<file path="src/hdl/avts_pkg.sv">
// ----------------------------------------------------------------------------
// Timestamp sync matcher package
// Shared types, status codes and register indexes.
// ----------------------------------------------------------------------------
package avts_pkg;

	localparam int TIME_W = 63;
	localparam int SRC_W = 8;
	localparam int HANDLE_W = 16;
	localparam int REG_W = 32;
	localparam int DROP_W = 5;

	typedef logic [2:0] status_t;
	localparam status_t ST_MATCHED = 3'd0;
	localparam status_t ST_REUSED = 3'd1;
	localparam status_t ST_NO_VIDEO = 3'd2;
	localparam status_t ST_BAD_TIME = 3'd3;
	localparam status_t ST_STORED = 3'd4;
	localparam status_t ST_FULL = 3'd5;

	localparam logic REG_SYNC_DIFF = 1'b0;
	localparam logic REG_VIDEO_LAG = 1'b1;

	typedef struct packed {
		logic signed [TIME_W-1:0] t;
		logic [SRC_W-1:0] src;
		logic [HANDLE_W-1:0] handle;
	} entry_t;

	// Command broadcast to every cell.
	typedef struct packed {
		logic push;   // append at the tail
		logic shift;  // every cell takes its right neighbour's content (the last keeps its own)
		logic scan;   // rotate head cell to tail while classifying
	} cell_ctl_t;

	typedef enum logic [2:0] {
		S_IDLE, S_PURGE, S_SEARCH, S_POP, S_OUT
	} state_t;

endpackage

</file>
<file path="src/hdl/avts_cell.sv">
// ----------------------------------------------------------------------------
// Queue cell
// One queue entry; shifts towards the head or loads a new item.
// ----------------------------------------------------------------------------
module avts_cell (
	input  logic                clk,
	input  avts_pkg::cell_ctl_t ctl,
	input  logic                load_here,
	input  avts_pkg::entry_t    new_entry,
	input  avts_pkg::entry_t    right_entry,
	output avts_pkg::entry_t    entry
);
	import avts_pkg::*;

	entry_t entry_q;

	always_ff @(posedge clk) begin
		if (load_here) begin
			entry_q <= new_entry;
		end else if (ctl.shift || ctl.scan) begin
			entry_q <= right_entry;
		end
	end

	assign entry = entry_q;
endmodule

</file>
<file path="src/hdl/av_timestamp_sync_matcher.sv">
// ----------------------------------------------------------------------------
// Audio/video timestamp sync matcher
// Video descriptors in a shifting row of cells; audio items purge and match.
// ----------------------------------------------------------------------------
// Channel | Direction | Signals
// in      | input     | in_valid, in_stall, kind, frame_time, video_source, frame_handle
// out     | output    | out_valid, out_stall, status, match_time, ..., dropped_count
// cfg     | input     | cfg_we, cfg_index, cfg_wdata
// A video item, a bad audio time or an audio item on an empty queue goes straight
// to its result. Any other audio item first rotates the queue once for the purge;
// if entries remain, it rotates them once more for the search, then shifts out
// one popped entry at a time: the best match and all entries ahead of it.
// Reset clears the count and the last frame and loads the register defaults; cells need none.
// A stalled result holds in the output register; no item is taken meanwhile.
// ----------------------------------------------------------------------------
module av_timestamp_sync_matcher #(
	parameter int QUEUE_DEPTH = 16
) (
	input  logic                           clk,
	input  logic                           arst_n,
	input  logic                           in_valid,
	output logic                           in_stall,
	input  logic                           kind,
	input  logic signed [avts_pkg::TIME_W-1:0] frame_time,
	input  logic [avts_pkg::SRC_W-1:0]     video_source,
	input  logic [avts_pkg::HANDLE_W-1:0]  frame_handle,
	output logic                           out_valid,
	input  logic                           out_stall,
	output logic [2:0]                     status,
	output logic signed [avts_pkg::TIME_W-1:0] match_time,
	output logic [avts_pkg::SRC_W-1:0]     match_source,
	output logic [avts_pkg::HANDLE_W-1:0]  match_handle,
	output logic [avts_pkg::HANDLE_W-1:0]  audio_tag,
	output logic [avts_pkg::DROP_W-1:0]    dropped_count,
	input  logic                           cfg_we,
	input  logic                           cfg_index,
	input  logic [avts_pkg::REG_W-1:0]     cfg_wdata
);
	import avts_pkg::*;

	localparam int CW = $clog2(QUEUE_DEPTH + 1);
	localparam int IW = $clog2(QUEUE_DEPTH);

	state_t state_q, state_d;
	logic [REG_W-1:0] sync_q, lag_q;
	logic [CW-1:0] count_q, wr_q, idx_q, best_q, popn_q;
	logic signed [TIME_W-1:0] t_q, last_t_q;
	logic [SRC_W-1:0] last_s_q;
	logic [HANDLE_W-1:0] last_h_q, tag_q;
	logic found_q;
	logic [TIME_W:0] best_gap_q;
	logic [CW:0] drop_q;

	entry_t cells [QUEUE_DEPTH];
	entry_t rights [QUEUE_DEPTH];
	entry_t new_entry, head;
	cell_ctl_t ctl;
	logic [CW-1:0] load_pos;
	logic load_en;

	logic signed [TIME_W:0] thr, diff;
	logic [TIME_W:0] g;
	logic keep, win;
	logic accept;
	logic signed [TIME_W:0] dl;
	logic [TIME_W:0] g_last;

	assign head = cells[0];
	assign accept = in_valid && !in_stall;
	assign in_stall = (state_q != S_IDLE) || out_valid;
	assign thr = $signed({t_q[TIME_W-1], t_q}) -
		$signed({{(TIME_W-REG_W+1){1'b0}}, lag_q});
	assign keep = !($signed({head.t[TIME_W-1], head.t}) < thr);
	assign diff = $signed({head.t[TIME_W-1], head.t}) - $signed({t_q[TIME_W-1], t_q});
	assign g = diff[TIME_W] ? (TIME_W+1)'(-diff) : diff;
	assign win = g <= {{(TIME_W-REG_W+1){1'b0}}, sync_q};
	assign dl = $signed({last_t_q[TIME_W-1], last_t_q}) - $signed({t_q[TIME_W-1], t_q});
	assign g_last = dl[TIME_W] ? (TIME_W+1)'(-dl) : dl;

	always_comb begin
		ctl = '0;
		load_en = 1'b0;
		load_pos = count_q;
		new_entry = head;
		unique case (state_q)
			S_IDLE: begin
				ctl.push = accept && !kind && (count_q < CW'(QUEUE_DEPTH));
				load_en = ctl.push;
				new_entry = '{t: frame_time, src: video_source, handle: frame_handle};
			end
			S_PURGE: begin
				ctl.scan = 1'b1;
				load_en = keep;
				load_pos = wr_q + count_q - idx_q - 1'b1;
			end
			S_SEARCH: begin
				ctl.scan = 1'b1;
				load_en = 1'b1;
				load_pos = count_q - 1'b1;
			end
			S_POP: ctl.shift = found_q;
			default: ;
		endcase
	end

	genvar k;
	generate
		for (k = 0; k < QUEUE_DEPTH; k++) begin : g_cells
			if (k == QUEUE_DEPTH - 1) begin : g_last
				assign rights[k] = cells[k];
			end else begin : g_mid
				assign rights[k] = cells[k+1];
			end
			avts_cell u_cell (
				.clk(clk), .ctl(ctl),
				.load_here(load_en && (load_pos[IW-1:0] == IW'(k)) &&
					(load_pos < CW'(QUEUE_DEPTH))),
				.new_entry(new_entry), .right_entry(rights[k]), .entry(cells[k])
			);
		end
	endgenerate

	always_comb begin
		state_d = state_q;
		unique case (state_q)
			S_IDLE: if (accept) begin
				if (kind && !frame_time[TIME_W-1] && frame_time != '0)
					state_d = (count_q == '0) ? S_OUT : S_PURGE;
				else state_d = S_OUT;
			end
			S_PURGE: if (idx_q == count_q - 1'b1)
				state_d = (wr_q + CW'(keep) == '0) ? S_OUT : S_SEARCH;
			S_SEARCH: if (idx_q == count_q - 1'b1) state_d = S_POP;
			S_POP: if (!found_q || popn_q == best_q) state_d = S_OUT;
			S_OUT: state_d = S_IDLE;
			default: state_d = S_IDLE;
		endcase
	end

	always_ff @(posedge clk or negedge arst_n) begin
		if (!arst_n) begin
			state_q <= S_IDLE;
			sync_q <= 32'd40000;
			lag_q <= 32'd500000;
			count_q <= '0;
			last_t_q <= '0;
			last_s_q <= '0;
			last_h_q <= '0;
			out_valid <= 1'b0;
			idx_q <= '0;
			wr_q <= '0;
			found_q <= 1'b0;
			drop_q <= '0;
			t_q <= '0;
			tag_q <= '0;
			best_q <= '0;
			popn_q <= '0;
			best_gap_q <= '0;
			status <= ST_MATCHED;
			match_time <= '0;
			match_source <= '0;
			match_handle <= '0;
		end else begin
			state_q <= state_d;
			if (cfg_we) begin
				if (cfg_index == REG_SYNC_DIFF) sync_q <= cfg_wdata;
				else lag_q <= cfg_wdata;
			end
			if (out_valid && !out_stall) out_valid <= 1'b0;
			unique case (state_q)
				S_IDLE: if (accept) begin
					t_q <= frame_time;
					tag_q <= kind ? frame_handle : '0;
					idx_q <= '0;
					wr_q <= '0;
					found_q <= 1'b0;
					drop_q <= '0;
					if (!kind) begin
						status <= (count_q < CW'(QUEUE_DEPTH)) ? ST_STORED : ST_FULL;
						if (count_q < CW'(QUEUE_DEPTH)) count_q <= count_q + 1'b1;
					end else if (frame_time[TIME_W-1] || frame_time == '0) begin
						status <= ST_BAD_TIME;
					end else begin
						status <= ST_NO_VIDEO;
					end
				end
				S_PURGE: begin
					if (keep) wr_q <= wr_q + 1'b1;
					else drop_q <= drop_q + 1'b1;
					if (idx_q == count_q - 1'b1) begin
						count_q <= wr_q + CW'(keep);
						idx_q <= '0;
					end else begin
						idx_q <= idx_q + 1'b1;
					end
				end
				S_SEARCH: begin
					idx_q <= idx_q + 1'b1;
					if (win && (!found_q || g < best_gap_q)) begin
						found_q <= 1'b1;
						best_gap_q <= g;
						best_q <= idx_q;
						match_time <= head.t;
						match_source <= head.src;
						match_handle <= head.handle;
					end
					if (idx_q == count_q - 1'b1) popn_q <= '0;
				end
				S_POP: begin
					if (found_q) begin
						count_q <= count_q - 1'b1;
						popn_q <= popn_q + 1'b1;
						if (popn_q == '0) drop_q <= drop_q + (CW+1)'(best_q);
					end
				end
				S_OUT: begin
					out_valid <= 1'b1;
					if (status == ST_NO_VIDEO) begin
						if (found_q) begin
							status <= ST_MATCHED;
							last_t_q <= match_time;
							last_s_q <= match_source;
							last_h_q <= match_handle;
						end else if (last_t_q != '0 &&
								g_last <= {{(TIME_W-REG_W){1'b0}}, sync_q, 1'b0}) begin
							status <= ST_REUSED;
							match_time <= last_t_q;
							match_source <= last_s_q;
							match_handle <= last_h_q;
						end
					end
				end
				default: ;
			endcase
			if (state_q == S_IDLE && accept) begin
				match_time <= '0;
				match_source <= '0;
				match_handle <= '0;
			end
		end
	end

	assign audio_tag = tag_q;
	assign dropped_count = (drop_q > (CW+1)'(31)) ? DROP_W'(31) : DROP_W'(drop_q);

	assert property (@(posedge clk) disable iff (!arst_n) count_q <= CW'(QUEUE_DEPTH))
		else $error("queue count beyond depth");
	assert property (@(posedge clk) disable iff (!arst_n) out_valid |-> in_stall)
		else $error("input taken while a result waits");
	assert property (@(posedge clk) disable iff (!arst_n)
		(state_q == S_OUT) |=> out_valid)
		else $error("result not presented");
endmodule
</file>
<file path="config.mk">
export PLATFORM = sky130hd
export DESIGN_NAME = av_timestamp_sync_matcher
export DESIGN_NICKNAME = d
export VERILOG_FILES = /design/src/hdl/avts_pkg.sv /design/src/hdl/avts_cell.sv /design/src/hdl/av_timestamp_sync_matcher.sv
export SDC_FILE = /design/constraint.sdc
export NUM_CORES = 2
export LEC_CHECK = 0
export BUFFER_PORTS_ARGS = -buffer_cell sky130_fd_sc_hd__buf_4
export CAP_MARGIN = 10
export CORE_UTILIZATION = 52
export DETAILED_ROUTE_END_ITERATION = 6
export GPL_TIMING_DRIVEN = 0
export PLACE_DENSITY_LB_ADDON = 0.25
export SLEW_MARGIN = 15
export SYNTH_ARGS = -nofsm -noshare
export SYNTH_HDL_FRONTEND = slang
export SYNTH_SLANG_ARGS = --single-unit
</file>
<file path="constraint.sdc">
create_clock -name clk -period 12.8 [get_ports clk]
set_clock_uncertainty 0.15 [all_clocks]
set_input_delay 2.56 -clock clk [delete_from_list [all_inputs] [get_ports clk]]
set_output_delay 2.56 -clock clk [all_outputs]
set_load 0.005 [all_outputs]
</file>
== Yosys cells after proc, flatten, opt, wreduce, memory -nomap -nowiden ==
Index checks and enable logic that the tools add are counted.

* Output and inout port bits: 113
* Word-level logic and storage cells: 328
* Flip-flop bits (word level): 1812
* Input bits: 126

* Equal/unequal tests: 39
* Muxes and demuxes: 97
* Reductions and logical operators: 99
* Add/subtract/negate cells: 16
* Bitwise logic cells: 1
* $lt $le $gt $ge: 7

{| class="wikitable"
|+ Operator list
! kind !! count
|-
| two-way mux 87 bit || 31
|-
| two-way mux 63 bit || 5
|-
| two-way mux 64 bit || 2
|-
| negator 64 bit || 2
|-
| subtractor 63 x 63 -> 64 bit || 2
|-
| case mux 63 bit (2 select lines) || 1
|-
| nonzero test 63 bit || 2
|-
| two-way mux 16 bit || 6
|-
| <= comparator 64 x 32 -> 1 bit || 1
|-
| <= comparator 64 x 33 -> 1 bit || 1
|-
| less-than comparator 63 x 64 -> 1 bit || 1
|-
| less-than comparator 64 bit || 1
|-
| subtractor 63 x 33 -> 64 bit || 1
|-
| logical NOT 63 bit || 1
|-
| two-way mux 5 bit || 11
|-
| logical AND 1 bit || 41
|-
| two-way mux 8 bit || 5
|-
| nonzero test 2 bit || 20
|-
| two-way mux 3 bit || 12
|-
| == test 4 bit (second input constant) || 8
|-
| case mux 16 bit (2 select lines) || 1
|-
| case mux 5 bit (2 select lines) || 3
|-
| case mux 5 bit (3 select lines) || 2
|-
| two-way mux 6 bit || 4
|-
| 38 further kinds || 95
|}

== Depth between registers and ports, before layout ==
* Word-level depth: 10
* Depth in mapped cells: 40
* Mapped depth without buffers: 40

== By module ==
A second synthesis with hierarchy kept.

* Cells, all modules: 7763
* Area total of the unflattened synthesis: 98737.2 um2

{| class="wikitable"
|+ Modules (own cells, without submodules)
! module !! instances !! seq. area each (um2) !! cells each !! area each (um2)
|-
| avts_cell || 16 || 2612.5 || 185 || 3748.6
|-
| av_timestamp_sync_matcher || 1 || 10525.1 || 4803 || 38759.7
|}

== Worst setup path after synthesis ==
Ideal clock, no wire load.

* Path type: reg-to-reg
* From: register t_q[0]
* To: register g_cells[15].u_cell.entry_q (netlist bit g_cells[15].u_cell.entry[0]), enable pin
* Arrival time: 9.989 ns
* Clock period less this slack: 10.673 ns
* Path slack: 2.127 ns
* Buffers on the path: 1
* Setup time: 0.534 ns
* Data required time: 12.116 ns
* Stages on the path, launching flop included: 35
* Cell sequence: dfrtp_1 -> inv_1 -> ha_1 -> inv_1 -> fa_1 -> a21o_1 -> a21oi_1 -> o21ai_0 -> a21oi_1 -> o21ai_0 -> a21oi_1 -> nor2b_1 -> o21a_1 -> o41a_1 -> o41ai_1 -> o211ai_1 -> a21oi_1 -> nand2_1 -> nor2_1 -> xnor2_1 -> ha_1 -> a21o_1 -> a21o_1 -> a21o_1 -> a21oi_1 -> nor2b_1 -> o21ai_0 -> o21ai_0 -> o31a_1 -> nor4_1 -> o31ai_1 -> mux2_2 -> a31oi_1 -> clkbuf_1 -> nor2_1

* Cells in the longest elaborated chain, start to end: 6

{| class="wikitable"
|+ RTL lines
! element !! RTL line !! source
|-
| start: declaration || av_timestamp_sync_matcher.sv:47 || <nowiki>logic signed [TIME_W-1:0] t_q, last_t_q;</nowiki>
|-
| start signal: assignment || av_timestamp_sync_matcher.sv:172 || <nowiki>t_q <= frame_time;</nowiki>
|-
| subtractor 63 x 33 -> 64 bit || av_timestamp_sync_matcher.sv:71 || <nowiki>assign thr = $signed({t_q[TIME_W-1], t_q}) -</nowiki>
|-
| less-than comparator 63 x 64 -> 1 bit || av_timestamp_sync_matcher.sv:73 || <nowiki>assign keep = !($signed({head.t[TIME_W-1], head.t}) < thr);</nowiki>
|-
| logical NOT 1 bit || av_timestamp_sync_matcher.sv:73 ||
|-
| case mux 1 bit (3 select lines) || av_timestamp_sync_matcher.sv:85 || <nowiki>unique case (state_q)</nowiki>
|-
| logical AND 1 bit (2 in a row) || av_timestamp_sync_matcher.sv:116 || <nowiki>.load_here(load_en && (load_pos[IW-1:0] == IW'(k)) &&</nowiki>
|-
| net g_cells[15].u_cell.load_here || avts_cell.sv:8 || <nowiki>input logic load_here,</nowiki>
|-
| end signal: assignment || avts_cell.sv:19 || <nowiki>entry_q <= new_entry;</nowiki>
|-
| end signal: assignment || avts_cell.sv:21 || <nowiki>entry_q <= right_entry;</nowiki>
|-
| end: declaration || avts_cell.sv:15 || <nowiki>entry_t entry_q;</nowiki>
|}

The timed path passes the listed nets, and every way through them passes these cells.
A chain may end at the register's enable or synchronous reset.

== Worst setup path after layout ==
* From: register g_cells[0].u_cell.entry_q (netlist bit g_cells[0].u_cell.entry[41])
* To: register match_source[6] (netlist bit)

* Elaborated cells between the ends (all ways): 9
* Classes of those cells: add/sub (2); order compare (2); eq/ne (1); mux (1); reduce/logical (3)

{| class="wikitable"
|+ RTL lines
! element !! RTL line !! source
|-
| start: declaration || avts_cell.sv:15 ||
|-
| start signal: assignment || avts_cell.sv:19 ||
|-
| start signal: assignment || avts_cell.sv:21 ||
|-
| subtractor 63 x 63 -> 64 bit (*) || av_timestamp_sync_matcher.sv:74 || <nowiki>assign diff = $signed({head.t[TIME_W-1], head.t}) - $signed({t_q[TIME_W-1], t_q});</nowiki>
|-
| two-way mux 64 bit (*) || av_timestamp_sync_matcher.sv:75 || <nowiki>assign g = diff[TIME_W] ? (TIME_W+1)'(-diff) : diff;</nowiki>
|-
| net g[1] || av_timestamp_sync_matcher.sv:62 || <nowiki>logic [TIME_W:0] g;</nowiki>
|-
| less-than comparator 64 bit || av_timestamp_sync_matcher.sv:199 || <nowiki>if (win && (!found_q || g < best_gap_q)) begin</nowiki>
|-
| logical OR 1 bit || av_timestamp_sync_matcher.sv:199 ||
|-
| logical AND 1 bit (*) || av_timestamp_sync_matcher.sv:199 ||
|-
| != test 3 bit (no line) (*) || n/a ||
|-
| AND reduction 5 bit (no line) (*) || n/a ||
|-
| end signal: assignment || av_timestamp_sync_matcher.sv:204 || <nowiki>match_source <= head.src;</nowiki>
|-
| end signal: assignment || av_timestamp_sync_matcher.sv:228 || <nowiki>match_source <= last_s_q;</nowiki>
|-
| end: declaration || av_timestamp_sync_matcher.sv:31 || <nowiki>output logic [avts_pkg::SRC_W-1:0] match_source,</nowiki>
|}

The timed path passes the listed nets; every way through them passes the cells marked *.

==> qor.tcl <==
set qor(run_status) {complete, no violations}
set qor(worst-path-max-fanout) 11
set qor(worst_slew_pin_slew_ps) 1390
set qor(firstDrtPassIters) 6
set qor(timing.critical_path.to_type) {flop}
set qor(hold_path_startpoint) {audio_tag[12]$_DFFE_PN0P_}
set qor(total_power_mw) 28.2
set qor(min_period_over_period_pct) 96.7
set qor(syn-mean-instance-area_um2) 10.9
set qor(min_delay_path_depth) 2
set qor(vias_per_cell) 6.24
set qor(top_level_ports) 239
set qor(grt_setup_unrepaired) {no}
set qor(routed_wire_length_per_instance_um) 27.4
set qor(first_global_vias) 71900
set qor(global_route_wire_length_before_repair_um) 469000
set qor(syn2layout_area_growth_pct) 12.6
set qor(die_outline_height_um) 430
set qor(clock-root-buffer) {clkbuf_16}
set qor(dp_hpwl_um) 247000
set qor(initial_utilization_pct) 52.5
set qor(start_kind) {flop}
set qor(grt_max_degree) 103
set qor(design.final.nets) 9712
set qor(synth_nets) 9248
set qor(count_of_hold_fix_buffers_inserted_at_cts) 0
set qor(ir_worst_vdd_mv) 0.147
set qor(timing.fmax_ghz) 0.0808
set qor(final_cell_mix) {edfxtp_1 (1392), nor2_1 (837), a21oi_1 (822), nand2_1 (772), o21ai_0 (651)}
set qor(worstPathArrival_ps) 12900
set qor(power.density_cell_area_mw_per_mm2) 263
set qor(detail-route-antenna-nets) 0
set qor(tritoncts_num_sinks) 1812
set qor(most_common_library_cell_in_the_layout_ignoring_fill_and_taps) {edfxtp_1}
set qor(number_of_warnings_issued_by_yosys) 0
set qor(ys_types) 98
set qor(timing.hold.ws_ps) 321
set qor(synth_sequential_area_ratio_pct) 55.0
set qor(finish.utilization_pct) 59.1
set qor(drv_cap) 0
set qor(critical-path-slowest-cell) {nor4bb_1}
set qor(cts-root-to-sink-buffers) 3
set qor(gpl.final_weighted_congestion) 1.02
set qor(slowest_delay_ps) 1020
set qor(placed_cells) 11400
set qor(drive_above_1_share_pct) 13.8
set qor(nFillCells) 14800
set qor(finalWirelength_um) 322000
set qor(cts_tree) {yes}
set qor(async_flop_share_pct) 23.2
set qor(track_usage_pct) 34.5
set qor(final_report_setup_violation_count) 0
set qor(postSynthRegisterBits) 1812
set qor(antenna_found_initial) 16
set qor(grt.overflow.total) 0
set qor(setup.worst_path.class) {flop to flop}
set qor(design.die.area_mm2) 0.185
set qor(first_iter_violations) 7972
set qor(cts_made_buffers) 182
set qor(relSlewSlack_pct) 6.72
set qor(synth_edf_count) 1392
set qor(io_buffer_count) 238
set qor(syn-instance-count) 8747
set qor(r2r_path_start) {g_cells[0].u_cell.entry[41]$_DFFE_PP_}
set qor(rrSetupSlack_ps) 420
set qor(h-tree-depth) 4
set qor(hold_viol) 0
set qor(clk-insertion-delay-late_ps) 850
set qor(synth_top_flop_cell) {edfxtp_1}
set qor(placementRows) 156
set qor(chipWidth_um) 430
set qor(detail_route.drc_violations) 0
set qor(min_path_type) {flop to flop}
set qor(fin_crit_ps) 12380
set qor(area_of_the_placeable_core_mm2) 0.181
set qor(rr_endpoint) {match_source[6]$_DFFE_PN0P_}
set qor(clock_pin_slew_of_the_registers_on_the_worst_case_setup_and_hold_paths_ps) 60
set qor(hold_end) {audio_tag[12]$_DFFE_PN0P_}
set qor(final_max_slew_viol_count) 0
set qor(tns_ps) 0
set qor(netlist_area_mm2) 0.0952
set qor(crit_path_frequent_cell) {o21ai_0}
set qor(cp_data_required_time_ps) 13320
set qor(vias) 73300
set qor(power.static_leakage_nw) 41.7
set qor(fin_cells) 11700
set qor(worst_r2r_path_depth) 32
-- cells in the mapped netlist, types with 17 or more instances --
cell type  instances  area share (%)
edfxtp_1        1392              44
nor2_1           838             3.3
a21oi_1          822             4.3
nand2_1          782             3.1
o21ai_0          653             3.4
mux2_2           594             7.0
clkbuf_1         444             1.8
dfrtp_1          408              11
ha_1             366             4.8
inv_1            358             1.4
nand3_1          210             1.1
mux2i_1          189             2.0
xnor2_1          161             1.5
a21o_1           130             1.0
nand4_1          124            0.81
nor3_1           116            0.61
o22ai_1           97            0.64
xor2_1            86            0.79
nor4_1            80            0.53
buf_1             71            0.28
nand2b_1          51            0.34
a211oi_1          50            0.39
o21a_1            45            0.35
and3_1            43            0.28
and2_1            42            0.28
nor2b_1           40            0.26
o31ai_1           37            0.29
or3_1             37            0.24
o211ai_1          33            0.26
a31oi_1           29            0.19
o21bai_1          25            0.20
or4_1             22            0.17
or2_2             21            0.14
buf_2             18           0.095
nor3b_1           18            0.14
a21boi_0          17            0.13
and4_1            17            0.16
-- routing by layer --
metal	routed length, um	up-vias	share of wire, %	track usage, %
met1	121000	36100	38	42.4
met2	150000	3414	46	55.3
met3	26500	819	8.2	6.45
met5	27	-	0.0084	0
met4	24800	4	7.7	23.3
li1	-	33000	-	-
-- kinds of logic after synthesis --
family | after synthesis | share of synthesized area [%]
and+or+nand+nor | 2495 | 12.0
AOI/OAI and AO/OA | 2138 | 13.1
buffers and inverters | 896 | 3.59
xor gates and xnor gates | 248 | 2.29
DFF | 1812 | 55.0
muxes | 783 | 9.01
adders and majority gates | 375 | 5.00
-- sequential cells by signal (all words and copies together) (netlist names), 6 cells and up --
signal	cells
last_s_q	8
t_q	63
lag_q	32
last_h_q	16
drop_q	6
last_t_q	63
audio_tag	16
best_gap_q	64
sync_q	32
g_cells.u_cell.entry	1392
match_time	63
match_source	8
match_handle	16
-- layout make-up --
cell class	instances	area, um2	area share (%)
clock buffers	228	4910	4.58
well taps	2370	2970	2.77
clock inverters	106	1170	1.09
plain buffers	538	2120	1.97
repair buffers	280	2700	2.52
flip-flops and latches	1812	52300	48.8
multi-input cells	6039	39600	37.0
inverters	358	1340	1.25
diodes	12	30.0	0.0280
-- how the worst max path moves through the flow --
stage / end / start / slack, ps
after floorplan: g_cells[15].u_cell.entry[0]$_DFFE_PP_ / t_q[0]$_DFFE_PN0P_ / 2130
after global placement: g_cells[15].u_cell.entry[23]$_DFFE_PP_ / t_q[1]$_DFFE_PN0P_ / -3200
after detailed placement: g_cells[10].u_cell.entry[27]$_DFFE_PP_ / t_q[0]$_DFFE_PN0P_ / -130
after CTS: g_cells[10].u_cell.entry[36]$_DFFE_PP_ / t_q[0]$_DFFE_PN0P_ / 60
after global routing: g_cells[10].u_cell.entry[36]$_DFFE_PP_ / t_q[1]$_DFFE_PN0P_ / 5
final: match_source[6]$_DFFE_PN0P_ / g_cells[0].u_cell.entry[41]$_DFFE_PP_ / 420
-- worst max-delay path: cells and delay by family (launching register included) --
kind / cells / cell delay, ps
AND/OR/NAND/NOR: 8 / 2770
AO/OA/AOI/OAI: 16 / 4420
buffers and inverters: 6 / 3620
flip-flops: 1 / 510
adder cells (fa/ha/maj): 2 / 630
-- power breakdown --
part / switching, mW / leakage [nW] / total [mW] / internal [mW]
sequential: 0.563 / 18.4 / 9.09 / 8.53
combinational: 9.11 / 20.4 / 13.7 / 4.55
clock: 2.40 / 2.97 / 5.46 / 3.07
total: 12.1 / 41.7 / 28.2 / 16.1
-- metrics by stage --
step	area [um2]	worst slack, ps
2_1_floorplan	95200	2130
3_3_place_gp	100000	-3200
3_5_place_dp	101000	-133
4_1_cts	107000	62.4
5_1_grt	107000	5.35
6_report	107000	423
-- what timing repair did --
action	4_1_cts	5_1_grt
resized for setup	4	3
setup endpoints to repair	44	314
setup buffers	0	0
hold endpoints to repair	0	0
(Power assumes the default switching activity.)
